File: config.mk
export PLATFORM = sky130hd
export DESIGN_NAME = windowed_peak_finder_flat
export DESIGN_NICKNAME = d
export VERILOG_FILES = /design/src/sv/wpf_pkg.sv /design/src/sv/wpf_in_if.sv /design/src/sv/wpf_out_if.sv /design/src/sv/wpf_cell.sv /design/src/sv/wpf_out_buf.sv /design/src/sv/windowed_peak_finder.sv /design/src/flat_wrapper.sv
export SDC_FILE = /design/constraint.sdc
export NUM_CORES = 2
export LEC_CHECK = 0
export BUFFER_PORTS_ARGS = -buffer_cell sky130_fd_sc_hd__buf_2
export CAP_MARGIN = 20
export CORE_ASPECT_RATIO = 1.75
export CORE_MARGIN = 2
export CORE_UTILIZATION = 52
export CTS_BUF_LIST = sky130_fd_sc_hd__clkbuf_16
export DETAILED_ROUTE_END_ITERATION = 12
export GPL_TIMING_DRIVEN = 0
export PLACE_DENSITY = 0.68
export SLEW_MARGIN = 10
export SYNTH_ARGS = -nofsm -noshare
export SYNTH_HDL_FRONTEND = slang
export SYNTH_SLANG_ARGS = --single-unit
File: constraint.sdc
create_clock -name clk_i -period 62.7 [get_ports clk_i]
set_input_delay 12.54 -clock clk_i [delete_from_list [all_inputs] [get_ports clk_i]]
set_output_delay 12.54 -clock clk_i [all_outputs]
set_load 0.01 [all_outputs]
File: src/sv/wpf_pkg.sv
// Shared constants for the windowed peak finder.
// No dependencies; compile first.
package wpf_pkg;

  localparam int unsigned MAX_HALF_WIDTH = 31;
  localparam int unsigned SAMPLE_BITS    = 16;
  localparam int unsigned INDEX_BITS     = 24;
  localparam int unsigned CFG_BITS       = 5;

  localparam logic [CFG_BITS-1:0] HALF_WIDTH_RST = CFG_BITS'(1);

endpackage

File: src/sv/wpf_in_if.sv
// Sample request channel of the windowed peak finder: valid, ready, one sample and record_end.
// Depends on wpf_pkg for the default sample width.
interface wpf_in_if #(
  parameter int unsigned SAMPLE_BITS = wpf_pkg::SAMPLE_BITS
);

  logic                          valid;
  logic                          ready;
  logic signed [SAMPLE_BITS-1:0] sample_value;
  logic                          record_end;

  modport source (output valid, output sample_value, output record_end, input ready);
  modport sink   (input valid, input sample_value, input record_end, output ready);

endinterface

File: src/sv/wpf_out_if.sv
// Result request channel of the windowed peak finder: valid, ready and one result.
// Depends on wpf_pkg for the default index width.
interface wpf_out_if #(
  parameter int unsigned INDEX_BITS = wpf_pkg::INDEX_BITS
);

  logic                  valid;
  logic                  ready;
  logic [INDEX_BITS-1:0] peak_index;
  logic                  found;
  logic                  final_res;

  modport source (output valid, output peak_index, output found, output final_res,
                  input ready);
  modport sink   (input valid, input peak_index, input found, input final_res,
                  output ready);

endinterface

File: src/sv/wpf_cell.sv
// One window cell: holds a sample, its valid bit and the distances to the nearest
// older and newer samples that are not smaller. Standalone; used by windowed_peak_finder.
module wpf_cell #(
  parameter int unsigned MAX_HALF_WIDTH = 31,
  parameter int unsigned SAMPLE_BITS    = 16,
  parameter int unsigned POST_DEPTH     = 1
) (
  input  logic clk_i,
  input  logic rst_ni,
  input  logic load_i,
  input  logic clear_i,
  input  logic signed [SAMPLE_BITS-1:0] sample_i,
  input  logic [SAMPLE_BITS+2*$clog2(MAX_HALF_WIDTH+2):0] cell_i,
  output logic [SAMPLE_BITS+2*$clog2(MAX_HALF_WIDTH+2):0] cell_o,
  output logic ge_o
);

  localparam int unsigned DIST_BITS = $clog2(MAX_HALF_WIDTH + 2);
  localparam logic [DIST_BITS-1:0] DIST_NONE = DIST_BITS'(MAX_HALF_WIDTH + 1);

  typedef struct packed {
    logic signed [SAMPLE_BITS-1:0] sample;
    logic                          valid;
    logic [DIST_BITS-1:0]          older;
    logic [DIST_BITS-1:0]          newer;
  } cell_t;

  cell_t prev;
  cell_t upd;
  logic                          valid_q;
  logic signed [SAMPLE_BITS-1:0] sample_q;
  logic [DIST_BITS-1:0]          older_q;
  logic [DIST_BITS-1:0]          newer_q;

  assign prev = cell_t'(cell_i);

  always_comb begin
    upd.sample = sample_q;
    upd.valid  = valid_q;
    upd.older  = older_q;
    upd.newer  = newer_q;
    if (valid_q && (newer_q == DIST_NONE) && (sample_i >= sample_q)) begin
      upd.newer = DIST_BITS'(POST_DEPTH);
    end
  end

  assign cell_o = upd;
  assign ge_o   = valid_q && (sample_q >= sample_i);

  always_ff @(posedge clk_i or negedge rst_ni) begin
    if (!rst_ni) begin
      valid_q <= 1'b0;
    end else if (load_i) begin
      valid_q <= prev.valid && !clear_i;
    end
  end

  always_ff @(posedge clk_i) begin
    if (load_i) begin
      sample_q <= prev.sample;
      older_q  <= prev.older;
      newer_q  <= prev.newer;
    end
  end

endmodule

File: src/sv/wpf_out_buf.sv
// Two-entry result buffer that drives the result channel.
// Depends on wpf_out_if; used by windowed_peak_finder.
module wpf_out_buf #(
  parameter int unsigned INDEX_BITS = 24
) (
  input  logic                  clk_i,
  input  logic                  rst_ni,
  input  logic                  push_i,
  input  logic [INDEX_BITS-1:0] peak_index_i,
  input  logic                  found_i,
  input  logic                  final_res_i,
  output logic                  full_o,
  wpf_out_if.source             res_o
);

  typedef struct packed {
    logic [INDEX_BITS-1:0] peak_index;
    logic                  found;
    logic                  final_res;
  } res_t;

  res_t       slot_q [2];
  logic       wp_q;
  logic       rp_q;
  logic [1:0] cnt_q;
  logic [1:0] cnt_d;
  logic       pop;

  assign full_o           = (cnt_q == 2'd2);
  assign res_o.valid      = (cnt_q != 2'd0);
  assign res_o.peak_index = slot_q[rp_q].peak_index;
  assign res_o.found      = slot_q[rp_q].found;
  assign res_o.final_res  = slot_q[rp_q].final_res;
  assign pop              = res_o.valid && res_o.ready;

  always_comb begin
    case ({push_i, pop})
      2'b10:   cnt_d = cnt_q + 2'd1;
      2'b01:   cnt_d = cnt_q - 2'd1;
      default: cnt_d = cnt_q;
    endcase
  end

  always_ff @(posedge clk_i or negedge rst_ni) begin
    if (!rst_ni) begin
      cnt_q <= 2'd0;
      wp_q  <= 1'b0;
      rp_q  <= 1'b0;
    end else begin
      cnt_q <= cnt_d;
      if (push_i) begin
        wp_q <= !wp_q;
      end
      if (pop) begin
        rp_q <= !rp_q;
      end
    end
  end

  always_ff @(posedge clk_i) begin
    if (push_i) begin
      slot_q[wp_q] <= '{peak_index: peak_index_i, found: found_i, final_res: final_res_i};
    end
  end

endmodule

File: src/sv/windowed_peak_finder.sv
// Windowed peak finder top level: a row of window cells, the peak decision and the
// result buffer. Depends on wpf_pkg, wpf_in_if, wpf_out_if, wpf_cell, wpf_out_buf.
//
// Usage:
//   smp_i carries one sample request per item; record_end marks the last sample of a
//   record. res_o carries results: a peak index with found set, and on the last sample
//   of a record one result with final_res set (found clear if no peak remains).
//   half_width is written through cfg_we_i / cfg_wdata_i; the user must write it only
//   while the block is idle, which the block does not enforce. 0 acts as 1 and values
//   above MAX_HALF_WIDTH act as MAX_HALF_WIDTH. Throughput: one sample per cycle while
//   smp_i.ready is high. Every sample compares against all cells in the cycle it is
//   taken, so the cell row sets that rate. A result is written into the result buffer
//   when the sample that decides it is taken; a peak is decided when the sample
//   half_width positions after it arrives. A two-entry result buffer sits between the
//   cell row and res_o. When the receiver stalls, samples are still taken until both
//   entries hold results; then smp_i.ready drops until one is taken.
//   Reset: all cells invalid, position counter zero, half_width back to 1; the block
//   takes samples in the first cycle after reset.
module windowed_peak_finder #(
  parameter int unsigned MAX_HALF_WIDTH = wpf_pkg::MAX_HALF_WIDTH,
  parameter int unsigned SAMPLE_BITS    = wpf_pkg::SAMPLE_BITS,
  parameter int unsigned INDEX_BITS     = wpf_pkg::INDEX_BITS
) (
  input  logic                         clk_i,
  input  logic                         rst_ni,
  input  logic                         cfg_we_i,
  input  logic [wpf_pkg::CFG_BITS-1:0] cfg_wdata_i,
  wpf_in_if.sink                       smp_i,
  wpf_out_if.source                    res_o
);

  localparam int unsigned DIST_BITS = $clog2(MAX_HALF_WIDTH + 2);
  localparam int unsigned HW_BITS   = (MAX_HALF_WIDTH > 1) ? $clog2(MAX_HALF_WIDTH + 1) : 1;
  localparam int unsigned CELL_BITS = SAMPLE_BITS + 1 + 2 * DIST_BITS;
  localparam logic [DIST_BITS-1:0]  DIST_NONE = DIST_BITS'(MAX_HALF_WIDTH + 1);
  localparam logic [INDEX_BITS-1:0] POS_MAX   = '1;

  typedef struct packed {
    logic signed [SAMPLE_BITS-1:0] sample;
    logic                          valid;
    logic [DIST_BITS-1:0]          older;
    logic [DIST_BITS-1:0]          newer;
  } cell_t;

  logic [wpf_pkg::CFG_BITS-1:0] half_width_q;
  logic [INDEX_BITS-1:0]        pos_q;
  logic [INDEX_BITS-1:0]        pos_d;

  logic                          accept;
  logic                          rec_end;
  logic signed [SAMPLE_BITS-1:0] x;
  logic [HW_BITS-1:0]            h_eff;
  logic [DIST_BITS-1:0]          h_dist;
  logic [DIST_BITS-1:0]          new_older;
  cell_t                         new_cell;
  logic [CELL_BITS-1:0]          cell_in  [MAX_HALF_WIDTH];
  cell_t                         upd      [MAX_HALF_WIDTH];
  logic [CELL_BITS-1:0]          upd_raw  [MAX_HALF_WIDTH];
  logic [MAX_HALF_WIDTH-1:0]     ge;
  logic [MAX_HALF_WIDTH:0]       pk;
  logic                          end_found;
  logic [HW_BITS-1:0]            end_d;
  logic [HW_BITS-1:0]            pick_d;
  logic [INDEX_BITS-1:0]         pick_ext;
  logic [INDEX_BITS-1:0]         idx;
  logic                          fire;
  logic                          res_found;
  logic                          full;

  assign accept  = smp_i.valid && smp_i.ready;
  assign rec_end = smp_i.record_end;
  assign x       = smp_i.sample_value;
  assign smp_i.ready = !full;

  always_comb begin
    if (half_width_q == '0) begin
      h_eff = HW_BITS'(1);
    end else if (32'(half_width_q) > 32'(MAX_HALF_WIDTH)) begin
      h_eff = HW_BITS'(MAX_HALF_WIDTH);
    end else begin
      h_eff = HW_BITS'(half_width_q);
    end
  end

  assign h_dist = DIST_BITS'(h_eff);

  always_comb begin
    new_older = DIST_NONE;
    for (int k = MAX_HALF_WIDTH - 1; k >= 0; k--) begin
      if (ge[k]) begin
        new_older = DIST_BITS'(k + 1);
      end
    end
  end

  assign new_cell = '{sample: x, valid: 1'b1, older: new_older, newer: DIST_NONE};

  for (genvar k = 0; k < MAX_HALF_WIDTH; k++) begin : g_cell
    if (k == 0) begin : g_head
      assign cell_in[k] = new_cell;
    end else begin : g_link
      assign cell_in[k] = upd_raw[k-1];
    end

    wpf_cell #(
      .MAX_HALF_WIDTH (MAX_HALF_WIDTH),
      .SAMPLE_BITS    (SAMPLE_BITS),
      .POST_DEPTH     (k + 1)
    ) u_cell (
      .clk_i    (clk_i),
      .rst_ni   (rst_ni),
      .load_i   (accept),
      .clear_i  (rec_end),
      .sample_i (x),
      .cell_i   (cell_in[k]),
      .cell_o   (upd_raw[k]),
      .ge_o     (ge[k])
    );

    assign upd[k]  = cell_t'(upd_raw[k]);
    assign pk[k+1] = upd[k].valid && (upd[k].older > h_dist) && (upd[k].newer > h_dist);
  end

  assign pk[0] = (new_older > h_dist);

  always_comb begin
    end_found = 1'b0;
    end_d     = '0;
    for (int d = 0; d <= MAX_HALF_WIDTH; d++) begin
      if (pk[d] && (d <= int'(h_eff))) begin
        end_found = 1'b1;
        end_d     = HW_BITS'(d);
      end
    end
  end

  assign pick_d    = rec_end ? end_d : h_eff;
  assign pick_ext  = INDEX_BITS'(pick_d);
  assign fire      = rec_end || pk[h_eff];
  assign res_found = rec_end ? end_found : 1'b1;
  assign idx       = (pos_q < pick_ext) ? '0 : (pos_q - pick_ext);

  always_comb begin
    pos_d = pos_q;
    if (rec_end) begin
      pos_d = '0;
    end else if (pos_q != POS_MAX) begin
      pos_d = pos_q + INDEX_BITS'(1);
    end
  end

  always_ff @(posedge clk_i or negedge rst_ni) begin
    if (!rst_ni) begin
      half_width_q <= wpf_pkg::HALF_WIDTH_RST;
      pos_q        <= '0;
    end else begin
      if (cfg_we_i) begin
        half_width_q <= cfg_wdata_i;
      end
      if (accept) begin
        pos_q <= pos_d;
      end
    end
  end

  wpf_out_buf #(
    .INDEX_BITS (INDEX_BITS)
  ) u_out_buf (
    .clk_i        (clk_i),
    .rst_ni       (rst_ni),
    .push_i       (accept && fire),
    .peak_index_i (res_found ? idx : '0),
    .found_i      (res_found),
    .final_res_i  (rec_end),
    .full_o       (full),
    .res_o        (res_o)
  );

endmodule

File: src/flat_wrapper.sv
// flat-port wrapper written by rule: the top's interface ports become plain ports
module windowed_peak_finder_flat 
#(
  parameter int unsigned MAX_HALF_WIDTH = wpf_pkg::MAX_HALF_WIDTH,
  parameter int unsigned SAMPLE_BITS    = wpf_pkg::SAMPLE_BITS,
  parameter int unsigned INDEX_BITS     = wpf_pkg::INDEX_BITS
)
  (clk_i, rst_ni, cfg_we_i, cfg_wdata_i, smp_i_valid, smp_i_sample_value, smp_i_record_end, smp_i_ready, res_o_valid, res_o_peak_index, res_o_found, res_o_final_res, res_o_ready);
  wpf_in_if #(.SAMPLE_BITS(SAMPLE_BITS)) smp_i_i ();
  wpf_out_if #(.INDEX_BITS(INDEX_BITS)) res_o_i ();
  input  logic clk_i;
  input  logic rst_ni;
  input  logic cfg_we_i;
  input  logic [wpf_pkg::CFG_BITS-1:0] cfg_wdata_i;
  input wire logic [$bits(smp_i_i.valid)-1:0] smp_i_valid;
  input wire logic [$bits(smp_i_i.sample_value)-1:0] smp_i_sample_value;
  input wire logic [$bits(smp_i_i.record_end)-1:0] smp_i_record_end;
  output wire logic [$bits(smp_i_i.ready)-1:0] smp_i_ready;
  output wire logic [$bits(res_o_i.valid)-1:0] res_o_valid;
  output wire logic [$bits(res_o_i.peak_index)-1:0] res_o_peak_index;
  output wire logic [$bits(res_o_i.found)-1:0] res_o_found;
  output wire logic [$bits(res_o_i.final_res)-1:0] res_o_final_res;
  input wire logic [$bits(res_o_i.ready)-1:0] res_o_ready;
  assign smp_i_i.valid = smp_i_valid;
  assign smp_i_i.sample_value = smp_i_sample_value;
  assign smp_i_i.record_end = smp_i_record_end;
  assign smp_i_ready = smp_i_i.ready;
  assign res_o_valid = res_o_i.valid;
  assign res_o_peak_index = res_o_i.peak_index;
  assign res_o_found = res_o_i.found;
  assign res_o_final_res = res_o_i.final_res;
  assign res_o_i.ready = res_o_ready;
  windowed_peak_finder #(.MAX_HALF_WIDTH(MAX_HALF_WIDTH), .SAMPLE_BITS(SAMPLE_BITS), .INDEX_BITS(INDEX_BITS)) u_core (.clk_i(clk_i), .rst_ni(rst_ni), .cfg_we_i(cfg_we_i), .cfg_wdata_i(cfg_wdata_i), .smp_i(smp_i_i), .res_o(res_o_i));
endmodule
==> impl_metrics.csv <==
group,metric,value,unit
power,power_frac_comb,28.1,%
drt,wirelength,138,mm
global_routing,antenna_found_initial,1,
sta,fin_crit,20.19,ns
clocking,insertion_delay,0.72,ns
clocking,cts_root_buffer,"clkbuf_16",
floorplanning,ios,55,
yosys,synth_most_common_cell,"edfxtp_1",
yosys,synth_cells,4244,
sta,setup_viol,0,
yosys,async_flop_share,6.72,%
final_layout,syn_to_final_growth,11.0,%
setup_path,r2r-start,"u_core.g_cell[2].u_cell.sample_q[15]",
global_routing,grt_pass1_vias,37504,
drt,via_per_inst,6.13,
clocking,cts_setup_buffers,0,
power,seqPwrFrac,46.6,%
yosys,synth.top_cells.by_count,"edfxtp_1, ha_1, nand2_1",
setup_path,cp.arrival,20.63,ns
worst_hold_path,hp-class,"flip-flop to flip-flop",
drt,first_pass_iters,5,
clocking,htree_levels,3,
setup_path,crit_path_end_kind,"flip-flop",
global_routing,overflow,0,
yosys,synth_top_family_by_area,"adder cells",
yosys,synth_xor_area_share,0.668,%
run,maxCapViolCount,0,
placement,gp_congestion,0.917,
sta,skew,0.0320,ns
global_routing,grt_max_degree,68,
drt,avgRoutedWirePerCell,23.7,um
final_layout,drive_gt1_share,8.27,%
yosys,ys_ff_latch,952,
drt,ant_nets,0,
final_layout,utilization,58.0,%
setup_path,crit_path_start,"smp_i_sample_value[9]",
floorplanning,die_w,244,um
sta,grt_setup_unrepaired,"no",
floorplanning,die_h,424,um
power,p_int,0.00146,W
setup_path,rr_worst_depth,30,
power,irDropWorstVdd,0.0000292,V
yosys,synth_mux_area_share,0.697,%
power,p_switching,0.000719,W
sta,period_share,32.2,%
placement,port_buffers,53,
sta,hold_viol_final,0,
drt,vias,35796,
sta,tightest_slew,1.24,ns
clocking,cts_resized,0,
final_layout,antenna_cells,0,
power,swShare,33.0,%
yosys,synth_top_cell_by_area,"edfxtp_1",
global_routing,grt_usage,26.8,%
power,p_clk_share,25.3,%
yosys,synth_top_area_share,50.9,%
floorplanning,start_util,52.2,%
yosys,synthSimpleGateAreaFrac,12.2,%
sta,finalMaxSlewViolations,0,
clocking,hold_buffers,0,
yosys,synth_area_per_cell,12.4,um^2
drt,drt-initial-drc-count,2172,
power,power_density,37.4,mW/mm^2
clocking,clockBufferDepth,3,
yosys,synthAdderAreaFrac,18.9,%
yosys,synth-compound-area-share,11.5,%
setup_path,worstPathRequired,63.14,ns
yosys,yosys-top-cells-area,"edfxtp_1, ha_1, dfrtp_1",
setup_path,cp-start-kind,"primary input",
yosys,syn_nets,5063,
clocking,cts_made_buffers,92,
run_status,status,"finished, final reports clean",
yosys,synth_edf_count,888,
clocking,cts_sinks,952,
floorplanning,std_cell_rows,154,
setup_path,timing.reg2reg.setup_slack,54.49,ns
setup_path,endpoint,"u_core.u_out_buf.slot_q[1][12]",
sta,timing.setup.tns,0,ns
setup_path,path_class,"primary input to flip-flop",
sta,slew_headroom,16.5,%
global_routing,grt_first_pass_wirelength,209,mm
setup_path,crit_fanout,22,
final_layout,final_net_count,5251,
clocking,cts_tree,"yes",
yosys,seq_area_frac_synth,53.9,%
power,p_leak,23.0,nW
yosys,synth_cell_types,90,
floorplanning,die-area,0.103,mm^2
floorplanning,coreArea,0.100,mm^2
clocking,clk_pin_slew_worst_paths,0.06,ns
sta,clock.fmax,0.0495,GHz
yosys,synth_ff_type,"edfxtp_1",
yosys,synth_warnings,0,
setup_path,r2r-end,"u_core.u_out_buf.slot_q[0][25]",
yosys,syn-cell-area,0.0524,mm^2
drt,drc_errors,0,
placement,dp_hpwl,106,mm
[state kept, by name (all words and copies together), names as in the netlist]
register / count
u_core.pos_q: 24
u_core.u_out_buf.cnt_q: 2
u_core.u_out_buf.rp_q: 1
u_core.half_width_q: 5
u_core.g_cell.u_cell.sample_q: 496
u_core.g_cell.u_cell.older_q: 186
u_core.g_cell.u_cell.newer_q: 154
u_core.u_out_buf.wp_q: 1
u_core.u_out_buf.slot_q: 52
u_core.g_cell.u_cell.valid_q: 31
[through the flow]
| stage | hold WS (ns) | cells | setup WS (ns) | cell area [um^2] | total power, W |
|---|---|---|---|---|---|
| 2_1_floorplan | 0.420 | 4244 | 25.25 | 52400 | 0.00153 |
| 3_3_place_gp | 0.427 | 5623 | 15.51 | 54400 | 0.00180 |
| 3_5_place_dp | 0.432 | 5664 | 41.86 | 55300 | 0.00164 |
| 4_1_cts | 0.447 | 5835 | 42.57 | 58200 | 0.00219 |
| 5_1_grt | 0.455 | 5835 | 42.15 | 58200 | 0.00230 |
| 6_report | 0.444 | 5835 | 42.51 | 58200 | 0.00218 |
[routing by layer]
metal  vias to the layer above  wire (um)  global-route usage, %
li1                      16865          -                      -
met1                     17627      45000                   24.6
met2                       881      77100                   52.8
met3                       421       5100                   3.67
met4                         2      11100                   19.4
met5                         -         11                      0
[cell usage in the layout (no fill, tap or decap), types with 23 or more instances in the layout]
cell	count
edfxtp_1	888
ha_1	791
nand2_1	265
nor2_1	232
inv_1	212
a21oi_1	208
o21ai_0	199
nand3_1	113
nand4_1	99
clkbuf_16	92
clkbuf_1	80
nand2b_1	75
nor2b_1	75
nor3_1	73
o21a_1	65
or2_2	65
dfrtp_1	63
a211oi_1	57
buf_2	56
o211ai_1	53
nor4_1	48
o22ai_1	39
o31ai_1	34
a21o_1	32
a31oi_1	29
and3_1	28
mux2_2	28
or3_1	24
clkinv_1	23
[power by group through the flow]
stage / clock (W) / sequential (W) / combinational (W)
CTS: 0.000561 / 0.00101 / 0.000616
global placement: 0 / 0.00123 / 0.000567
finish: 0.000550 / 0.00101 / 0.000612
global route: 0.000583 / 0.00103 / 0.000686
floorplan: 0 / 0.00112 / 0.000410
detailed placement: 0 / 0.00102 / 0.000612
[area by class of cell]
class	instances	area (um^2)
sequential	952	28300
timing repair buffer	94	1170
tap	1326	1660
multi-input combinational	2996	23000
fill	8240	42200
inverter	206	783
clock buffer	92	2300
clock inverter	79	621
buffer	90	362
[critical path, stage by stage]
cell and delay [ns]:
buf_2 0.11, inv_2 0.30, buf_12 0.24, ha_1 0.28
a211oi_1 0.24, o21ai_0 0.14, a2111oi_1 0.99, o21ai_0 0.30
a21oi_1 0.40, or2_2 0.20, ha_1 0.23, o21ai_0 0.16
a21oi_1 0.06, o31ai_1 0.41, o2111ai_1 0.22, and4_1 0.35
o21a_1 0.22, a211o_1 0.34, o31ai_1 0.44, ha_1 0.33
nor2b_1 0.15, o21ai_0 0.14, nand2b_1 0.10, a211oi_1 0.62
nand3_1 0.40, o21ai_4 0.40, buf_6 0.20, nor2_1 0.08
[logic make-up (layout without fill, tap and decap cells)]
| family | Yosys count | count (layout) |
|---|---|---|
| xor+xnor | 40 | 40 |
| mux | 33 | 33 |
| flops | 952 | 952 |
| simple gates | 1220 | 1220 |
| buf+inv | 296 | 561 |
| compound gates | 911 | 911 |
| fa+ha+maj | 792 | 792 |
[worst min-delay path by stage]
stage | start | end | slack (ns) | cells after the start
CTS | u_core.g_cell[26].u_cell.older_q[0] | u_core.g_cell[27].u_cell.older_q[0] | 0.45 | 0
finish | u_core.g_cell[26].u_cell.older_q[0] | u_core.g_cell[27].u_cell.older_q[0] | 0.44 | 0
floorplan | u_core.g_cell[22].u_cell.older_q[5] | u_core.g_cell[23].u_cell.older_q[5] | 0.42 | 0
global route | u_core.g_cell[26].u_cell.older_q[0] | u_core.g_cell[27].u_cell.older_q[0] | 0.46 | 0
detailed placement | u_core.g_cell[16].u_cell.older_q[5] | u_core.g_cell[17].u_cell.older_q[5] | 0.43 | 0
global placement | u_core.g_cell[6].u_cell.older_q[5] | u_core.g_cell[7].u_cell.older_q[5] | 0.43 | 0
Note: power is estimated with default switching activity, not from simulation.
